--- config.mk ---
export PLATFORM = sky130hd
export DESIGN_NAME = ccs_ram
export DESIGN_NICKNAME = d
export VERILOG_FILES = /design/src/sv/ccs_ram.sv
export SDC_FILE = /design/constraint.sdc
export NUM_CORES = 1
export LEC_CHECK = 0
export ABC_AREA = 1
export BUFFER_PORTS_ARGS = -buffer_cell sky130_fd_sc_hd__buf_2
export CAP_MARGIN = 0
export CELL_PAD_IN_SITES_DETAIL_PLACEMENT = 1
export CELL_PAD_IN_SITES_GLOBAL_PLACEMENT = 2
export CORE_UTILIZATION = 35
export CTS_CLUSTER_SIZE = 14
export DETAILED_ROUTE_END_ITERATION = 10
export GPL_TIMING_DRIVEN = 0
export PLACE_DENSITY = 0.72
export RECOVER_POWER = 25
export SETUP_SLACK_MARGIN = 0.5
export SLEW_MARGIN = 5
export SYNTH_ARGS = -nofsm -noshare
export SYNTH_HDL_FRONTEND = slang
export SYNTH_SLANG_ARGS = --single-unit
--- constraint.sdc ---
create_clock -name clk -period 2.99 [get_ports clk]
set_input_delay 0.4485 -clock clk [delete_from_list [all_inputs] [get_ports clk]]
set_output_delay 0.4485 -clock clk [all_outputs]
set_load 0.03 [all_outputs]
--- src/sv/ccs_ram.sv ---
// ----------------------------------------------------------------------------
// ccs_ram: generic simple dual-port RAM
// One write port, one read port, read data registered.
// ----------------------------------------------------------------------------
module ccs_ram #(
  parameter int WIDTH = 32,
  parameter int DEPTH = 32
) (
  input  logic                     clk,
  input  logic                     we,
  input  logic [$clog2(DEPTH)-1:0] waddr,
  input  logic [WIDTH-1:0]         wdata,
  input  logic [$clog2(DEPTH)-1:0] raddr,
  output logic [WIDTH-1:0]         rdata
);

  logic [WIDTH-1:0] mem [DEPTH];

  always_ff @(posedge clk) begin
    if (we) begin
      mem[waddr] <= wdata;
    end
    rdata <= mem[raddr];
  end

endmodule

; ---- Word-level counts from Yosys, hierarchy flattened
; Memories as Yosys holds them, arrays and structs flattened. A register that Yosys moved wholly into a read port is not among the register bits.
; Cells that the tools add are included.
[word_totals]
reg_bits = 0
ram_bits = 1024
output_inout_bits = 32
n_memories = 1
[op_classes]
mux = 2
[mem_list]
columns = name, words, word_bits, rd, rd_clocked_by_memory_dff, write_ports, line
row1 = mem, 32, 32, 1, 1, 1, 17  ; logic [WIDTH-1:0] mem [DEPTH];
[ops]
columns = cell, n
row1 = 1-bit 2-to-1 mux, 2

; ---- Depth between registers and ports, before layout
; Gate-level depths: netlist of run 1.
[logic_depth]
word_depth = 2
ltp_mapped = 12
depth_no_buf = 9

; ---- Least setup slack after synthesis of run 1
; OpenSTA, ideal clock, no wires.
[synth_path]
path_kind = input -> register
start = input port waddr[0]
end = memory mem[0][0], enable pin
setup_ns = 0.421
arrival_time_ns = 2.104
required_ns = 2.569
path_slack_ns = 0.465
path_stages = 3
n_path_buf = 0
cell_sequence = inv_1 nand3_1 nor2_1
[synth_rtl]
columns = element, line
row1 = start: declaration, 11  ; input logic [$clog2(DEPTH)-1:0] waddr,
row2 = end: declaration, 17
; No word-level cell before the write port.

; ---- Worst setup path after layout of run 1
[layout_path]
start = input port waddr[0]
end = memory mem[24][20], enable pin
; No word-level cell before the write port.

==> results of run 1 <==
worst min path at each step:
stage	slack, ns	endpoint	cells past startpoint
4_1_cts	0.28	mem[6][0]$_DFFE_PP_	1
3_5_place_dp	0.84	rdata[6]$_DFF_P_	8
5_1_grt	0.40	mem[28][11]$_DFFE_PP_	1
3_3_place_gp	0.82	rdata[26]$_DFF_P_	8
6_report	0.37	mem[6][14]$_DFFE_PP_	1
2_1_floorplan	0.55	mem[0][0]$_DFFE_PP_	0
cell families (layout without fill, tap and decap cells):
| kind of cell | Yosys count | after routing | synth area share [%] |
|---|---|---|---|
| buf+inv | 228 | 549 | 3.741 |
| flops | 1056 | 1056 | 74.02 |
| simple gates | 2252 | 2252 | 22.24 |
synthesized netlist by cell type:
library cell,count,area [um^2]
sky130_fd_sc_hd__nand2_1,1440,5405
sky130_fd_sc_hd__edfxtp_1,1024,30750
sky130_fd_sc_hd__nand3_1,780,3904
sky130_fd_sc_hd__buf_2,83,415.4
sky130_fd_sc_hd__buf_6,66,743.2
sky130_fd_sc_hd__dfxtp_1,32,640.6
sky130_fd_sc_hd__nor2_1,32,120.1
sky130_fd_sc_hd__buf_4,24,180.2
sky130_fd_sc_hd__clkbuf_1,24,90.09
sky130_fd_sc_hd__buf_1,18,67.56
sky130_fd_sc_hd__inv_1,7,26.28
sky130_fd_sc_hd__buf_8,3,45.04
sky130_fd_sc_hd__inv_2,2,7.510
sky130_fd_sc_hd__inv_8,1,11.26
state kept, by name, summed over array words and instances, names as in the netlist:
name and count:
rdata 32, mem 1024
layer usage:
metal / global-route usage [%] / part of all wire (%)
met5: 0 / 0.0048
met4: 6.722 / 2.5
met3: 3.086 / 5.2
met2: 40.58 / 49
met1: 32.01 / 43
report_power, final:
group          total [mW]  leakage, nW  internal [mW]  switching, mW
clock network        14.2         1.83           8.29           5.92
registers            16.5         9.49           16.5         0.0504
logic                2.44         6.74          0.581           1.86
total                33.2         18.1           25.3           7.83
final cells by class:
class                      instances  area, um^2
fill                           12785       70530
sequential                      1056       31390
multi-input combinational       2252        9669
clock buffer                     158        3194
tap                             1612        2017
buffer                           218        1541
timing repair buffer             106        1050
clock inverter                    57       536.8
inverter                          10       45.04
==> summary by stage, run 1 <==
Floorplan
The horizontal extent of the die is 350.1 um. The number of I/O pins is 76. The initial cell density of the core is 35.35%. The floorplan row count is 127. The die height is 350.1 um. The region available for standard cell placement spans 120,000 um^2.

The floorplan step defined a die boundary enclosing 122,600 um^2.

Synthesis
After synthesis, flip-flops and latches occupy 74.02% of the total area. The mean area per synthesized cell is 11.99 um^2. The synthesized area is 42,410 um^2. Synthesis handed over a netlist of 3,536 instances. The number of synthesis warnings is 0. The count of different cell masters after synthesis is 14.

Counting flops and latches in the post-synthesis netlist gives 1,056. Synthesis produced a netlist with a net count of 3,580.

Setup path
STA puts the critical path data required time at 3.38 ns. The cell with the biggest individual delay on the critical path is sky130_fd_sc_hd__nor2_4. The capture point of the critical path is mem[24][20]$_DFFE_PP_. The category of the most critical setup path is primary input to flip-flop. The number of cells on the critical path is 5.

The nature of the critical path endpoint is a flip-flop. The longest individual stage delay on the worst path is 1.01 ns. On the critical path the largest part of the delay comes from simple AND/OR/NAND/NOR gates. Counting cells, the worst reg-to-reg path comes to 8. Walking the worst path, the cells encountered are buf_2 -> inv_1 -> nand3_1 -> nor2_4 -> buf_12. In this run the critical register-to-register path is captured at rdata[11]$_DFF_P_.

The worst register-to-register path begins at mem[25][11]$_DFFE_PP_. The slack of the worst reg-to-reg path is 1.46 ns. In this run the worst setup path begins at waddr[0]. The worst path arrival time is 2.63 ns. The top fanout value on the critical path is 17. STA classifies the critical path startpoint as a primary input.

The critical path buffer and inverter count is 3.

Status
The flow ran to the end, but the final reports show violations. The checks that failed: max-capacitance violations, max-slew violations.

Drt
For this block, the initial DRC count from the detailed router was 2,524. The final wirelength is 146,200 um. The total via count in the routed design is 28,415. The first-pass iteration count of the detailed router is 5. Once detail routing completed, the nets flagged for antenna violations numbered 0. For this run, design rule violations remaining after detail routing come to 0. The final routed wire length divided by cell count is 26.73 um. The post-detailed-route via-to-cell ratio is 5.196.

Place
The cell count after placement is 5,254. Port buffering added 72 buffers. The placement-stage cell area is 45,740 um^2. The final estimated routing congestion in global placement is 0.8053. The pre-CTS setup slack is 0.05283 ns. The total half-perimeter wirelength after legalization and detailed placement is 96,140 um.

Clock tree
The clock transition time at the flip-flop clock pins of the worst setup and hold paths is 0.06 ns. The clock root buffer is sky130_fd_sc_hd__clkbuf_16. At the later pin of the worst-skew pair, clock insertion delay measures 0.71 ns. CTS built an H-tree with a depth of 3. After clock tree synthesis, the flow added hold-fix buffers numbering 0.

TritonCTS built the clock tree. In this run the deepest clock path goes through 3 buffers. The CTS sink count is 1,056.

The number of setup buffers added after CTS is 0. After clock tree synthesis, the repair step resized 0 gates. TritonCTS created 115 clock buffers.

Finish
The fraction of layout instances using a drive strength above 1 is 11.90%. The area growth from synthesis to layout is 16.60%. The top cell types in the final layout, fill and taps aside, are 1,440 x sky130_fd_sc_hd__nand2_1, 1,024 x sky130_fd_sc_hd__edfxtp_1, 780 x sky130_fd_sc_hd__nand3_1. For this run, the post-layout net count is 3,803. The finished layout holds 5,469 standard cells, fillers aside.

0 antenna diodes ended up in the layout. The area of all placed cells without fillers is 49,440 um^2. Leaving out fill and tap cells, the most frequent cell in the layout is sky130_fd_sc_hd__nand2_1. The final cell utilization of the core is 41.21%.

Timing
In the final timing run, aggregate negative setup slack is 0 ns. The number of failing setup endpoints in the final timing report is 0. The fraction of the cycle the final worst path needs is 75.02%. Setup slack on the critical path of the routed design comes to 0.7469 ns. The number of max-slew violations in the final report is 726. On the final layout, the worst hold slack is 0.3660 ns.

Timing would allow up to 0.4458 GHz. The slew at the pin closest to its max-slew limit is 1.953 ns. The minimum clock period after layout is 2.243 ns.

The final worst clock skew is 0.02888 ns. Measured against its own limit, the worst slew margin works out to -30.17%. Setup repair after global routing left no endpoint under its margin. The number of hold violations in the final report is 0.

Global routing
Global routing used 23.89% of the available tracks. The remaining global-route overflow is 0. The pin count of the biggest net entering global routing is 33. The number of antenna violations at the first check in global routing is 6. The via count of the first global-routing pass came to 29,171. The first global-routing pass estimated 207,700 um of wire.

Power and ir drop
The leakage power is 18.07 nW. The largest vdd supply drop is 439.5 uV. Power spread over the standard cell area amounts to 670.7 nW/um^2. The overall power of the completed layout is 33.16 mW.

Min path
The worst hold path belongs to the class primary input to flip-flop. The startpoint of the most critical hold path is wdata[14].

Job
The max-capacitance violation count is 22.
(Power assumes the default switching activity.)
==> run 2: changes to the inputs <==
--- a/config.mk
+++ b/config.mk
@@ -5,7 +5,7 @@
 export SDC_FILE = /design/constraint.sdc
 export NUM_CORES = 1
 export LEC_CHECK = 0
-export ABC_AREA = 1
+export ABC_AREA = 0
 export BUFFER_PORTS_ARGS = -buffer_cell sky130_fd_sc_hd__buf_2
 export CAP_MARGIN = 0
 export CELL_PAD_IN_SITES_DETAIL_PLACEMENT = 1
@@ -14,7 +14,7 @@
 export CTS_CLUSTER_SIZE = 14
 export DETAILED_ROUTE_END_ITERATION = 10
 export GPL_TIMING_DRIVEN = 0
-export PLACE_DENSITY = 0.72
+export PLACE_DENSITY = 0.69
 export RECOVER_POWER = 25
 export SETUP_SLACK_MARGIN = 0.5
 export SLEW_MARGIN = 5
==> constraint.sdc (replaced) <==
create_clock -name clk -period 1.85 [get_ports clk]
set_input_delay 0.2775 -clock clk [delete_from_list [all_inputs] [get_ports clk]]
set_output_delay 0.2775 -clock clk [all_outputs]
set_load 0.03 [all_outputs]
==> summary by stage, run 2 <==
Status
The run finished, with violations left. The checks that failed: design-rule violations, max-capacitance violations, max-slew violations.

Synthesis
The area share of the largest cell type after synthesis is 75.95% (+3.4 points). The fraction of registers with async set or reset after synthesis is 0% (unchanged). The synthesized area is 40,490 um^2 (-4.5%). The post-synthesis net count is 2,304 (-36%). The most frequent cell after synthesis is sky130_fd_sc_hd__edfxtp_1.

The portion of the post-synthesis area used by sequential elements is 77.54% (+3.5 points). The count of different cell masters after synthesis is 25 (+11). The mean area per synthesized cell is 17.91 um^2 (+49%). The largest total area in the synthesized netlist belongs to sky130_fd_sc_hd__edfxtp_1. Sorting the synthesized cells by area gives the leading types as sky130_fd_sc_hd__edfxtp_1 76%, sky130_fd_sc_hd__mux2i_1 13%, sky130_fd_sc_hd__a22oi_1 1.8%.

In the synthesized netlist, the cells that appear most often are 1,024 x sky130_fd_sc_hd__edfxtp_1, 512 x sky130_fd_sc_hd__mux2i_1, 98 x sky130_fd_sc_hd__nand2_1, 98 x sky130_fd_sc_hd__nand3_1. The most instantiated flip-flop cell in the synthesis netlist is sky130_fd_sc_hd__edfxtp_1. The flip-flop and latch count after synthesis is 1,056 (unchanged). The number of synthesis warnings is 0 (unchanged). The number of enable-type register cells in the synthesized netlist is 1,024 (unchanged). The synthesized netlist cell count came to 2,260 (-36%).

Power and ir drop
The overall power of the completed layout is 52.41 mW (+58%). The power density of the placed cells came to 1063 nW/um^2 (+58%). The largest vdd supply drop was 663.1 uV (+51%). The leakage power is 17.05 nW (-5.6%).

Clock tree
The insertion delay of the later-clocked pin in the worst-skew pair came to 0.70 ns (about the same). The total clock buffers created by CTS is 109 (-5.2%). The clock transition time at the flip-flop clock pins of the worst setup and hold paths is 0.06 ns (about the same). The number of buffers on the longest clock path is 3 (unchanged).

The cell sitting at the root of the clock tree is a sky130_fd_sc_hd__clkbuf_16. The CTS sink count is 1,056 (unchanged). TritonCTS built the clock tree. The cts-stage hold buffer count came to 0 (unchanged). The H-tree depth reported by CTS is 3 (unchanged).

Timing
The minimum clock period after layout is 1.664 ns. Setup repair after global routing could not meet its margin everywhere. Derived from the worst setup path, the maximum achievable clock frequency is 0.6011 GHz. The fraction of the cycle the final worst path needs is 89.93%. The max-slew headroom at the worst pin was -5.963% (+24 points). The final worst clock skew is 0.02284 ns (-0.006044 ns). The number of max-slew violations in the final report came to 165 (-77%). The slew at the pin closest to its max-slew limit is 1.589 ns (-0.3631 ns).

The number of hold violations in the final report is 0 (unchanged). The number of failing setup endpoints in the final timing report is 0 (unchanged).

Floorplan
The die height is 342.1 um (-2.3%). The floorplan row count is 124 (-2.4%). The area of the core region is 114,500 um^2 (-4.6%). The area enclosed by the die boundary is 117,000 um^2 (-4.5%).

The initial cell density of the core came to 35.36% (about the same). The horizontal extent of the die is 342.1 um (-2.3%). The number of I/O pins is 76 (unchanged).

Setup path
The critical path is of the primary input to flip-flop type. The startpoint identified for the worst register-to-register timing path is mem[1][31]$_DFFE_PP_. The beginning of the critical path is waddr[4]. The data required time of the worst path is 2.15 ns (-1.23 ns). The worst path arrival time is 1.96 ns (-0.67 ns).

STA classifies the critical path endpoint as a flip-flop. The startpoint class of the critical path is a primary input. The top fanout value on the critical path is 16 (-1).

Drt
The number of antenna-violating nets in the routed design was 0 (unchanged). The final wirelength came to 120,000 um (-18%). The final routed wire length divided by cell count is 28.97 um (+8.4%). The detailed router's first-iteration violation count is 1,753 (-31%). The DRC violations left is 18 (+18).

The total via count in the routed design is 22,093 (-22%). The first-pass iteration count of the detailed router is 9 (+4). The post-detailed-route via-to-cell ratio is 5.335 (+2.7%).

Global routing
The global-route usage over all layers came to 19.91% (-4.0 points). The number of antenna violations at the first check in global routing is 5 (-1). The via count of the first global-routing pass is 22,972 (-21%). The remaining global-route overflow was 0 (unchanged). The global-route wire length before repair was 165,500 um (-20%). The pin count of the biggest net entering global routing is 33 (unchanged).

Place
The cell count after placement was 3,860 (-27%). The total half-perimeter wirelength after legalization and detailed placement is 71,800 um (-25%). The final estimated routing congestion in global placement is 0.7780 (-3.4%). The number of I/O port buffers is 74 (+2.8%).

Min path
The startpoint identified for the worst hold timing path is waddr[2]. The worst hold path belongs to the class primary input to flip-flop.

Finish
In the final layout, the registers with the most flip-flops are mem: 1024 flops, rdata: 32 flops. Compared with the post-synthesis result, the final layout area differs by 21.79%. The total number of nets in the final design is 2,576 (-32%). The fraction of layout instances using a drive strength above 1 came to 22.15% (+10 points).

The register with the most flip-flops is mem. The final cell utilization of the core is 43.06% (+1.9 points). Leaving out fill and tap cells, the most frequent cells in the layout are 1,024 x sky130_fd_sc_hd__edfxtp_1, 512 x sky130_fd_sc_hd__mux2i_1, 111 x sky130_fd_sc_hd__clkbuf_16. The most frequent standard cell in the layout excluding fill and tap cells is sky130_fd_sc_hd__edfxtp_1. The number of filler cells placed in the layout came to 10,941 (-14%). The non-filler instance count after layout was 4,141 (-24%).

The number of flip-flops under the largest register name is 1,024 (unchanged).

Job
The max-capacitance violation count is 6 (-73%).
-- run 2: critical path, stage by stage --
cell	delay, ns
sky130_fd_sc_hd__buf_4	0.15
sky130_fd_sc_hd__or3_4	0.51
sky130_fd_sc_hd__nor2_2	1.00
-- run 2: metal layers --
layer	wire length (um)	up-vias	global-route usage (%)
met5	0	-	0
met3	6341	167	2.658
met4	3164	0	5.859
met2	59430	621	34.11
li1	-	9565	-
met1	51030	11740	26.31
-- run 2: power by group --
part	leakage, nW	internal (mW)	switching [mW]	total, mW
clock network	1.76	13.1	9.17	22.2
logic	5.80	1.16	2.28	3.43
registers	9.50	26.6	0.112	26.7
-- run 2: final timing paths --
check / endpoint / slack, ns / cells past startpoint
max reg2reg: rdata[31]$_DFF_P_ / 0.43 / 5
max: mem[3][22]$_DFFE_PP_ / 0.19 / 3
min reg2reg: rdata[27]$_DFF_P_ / 0.59 / 4
min: mem[8][16]$_DFFE_PP_ / 0.15 / 3
-- run 2: stage by stage --
stage	hold slack [ns]	setup TNS, ns	cell area, um^2	worst slack [ns]
after global placement	0.6130	-799.62	43140	-1.096
after floorplan	0.3764	-56.99	40880	-0.1113
final	0.1451	0	49310	0.1863
after CTS	0.06522	-5.132	48280	-0.09657
after global routing	0.1362	0	49300	0.1929
after detailed placement	0.6077	-680.05	43460	-1.076
-- run 2: what timing repair did --
action                     CTS  global route
gates resized for setup    179           183
hold endpoints to repair     0             0
pin swaps                   55            51
setup endpoints to repair  978           510
gates cloned                10             4
setup buffers               31            22
-- run 2: area by class of cell --
cell class	instances	area, um^2	area share (%)
well taps	1512	1892	3.837
clock inverters	64	706.9	1.434
diodes	6	15.01	0.03045
multi-input cells	1091	9459	19.18
flip-flops and latches	1056	31430	63.74
plain buffers	127	1067	2.164
repair buffers	147	1831	3.712
clock buffers	138	2908	5.897
-- run 2: logic make-up after synthesis --
kind of cell	after synthesis	synth area share, %
multiplexers	512	12.66
AO/OA/AOI/OAI	288	4.846
flip-flops	1056	77.53
buffers and inverters	127	1.860
AND/OR/NAND/NOR	277	3.100
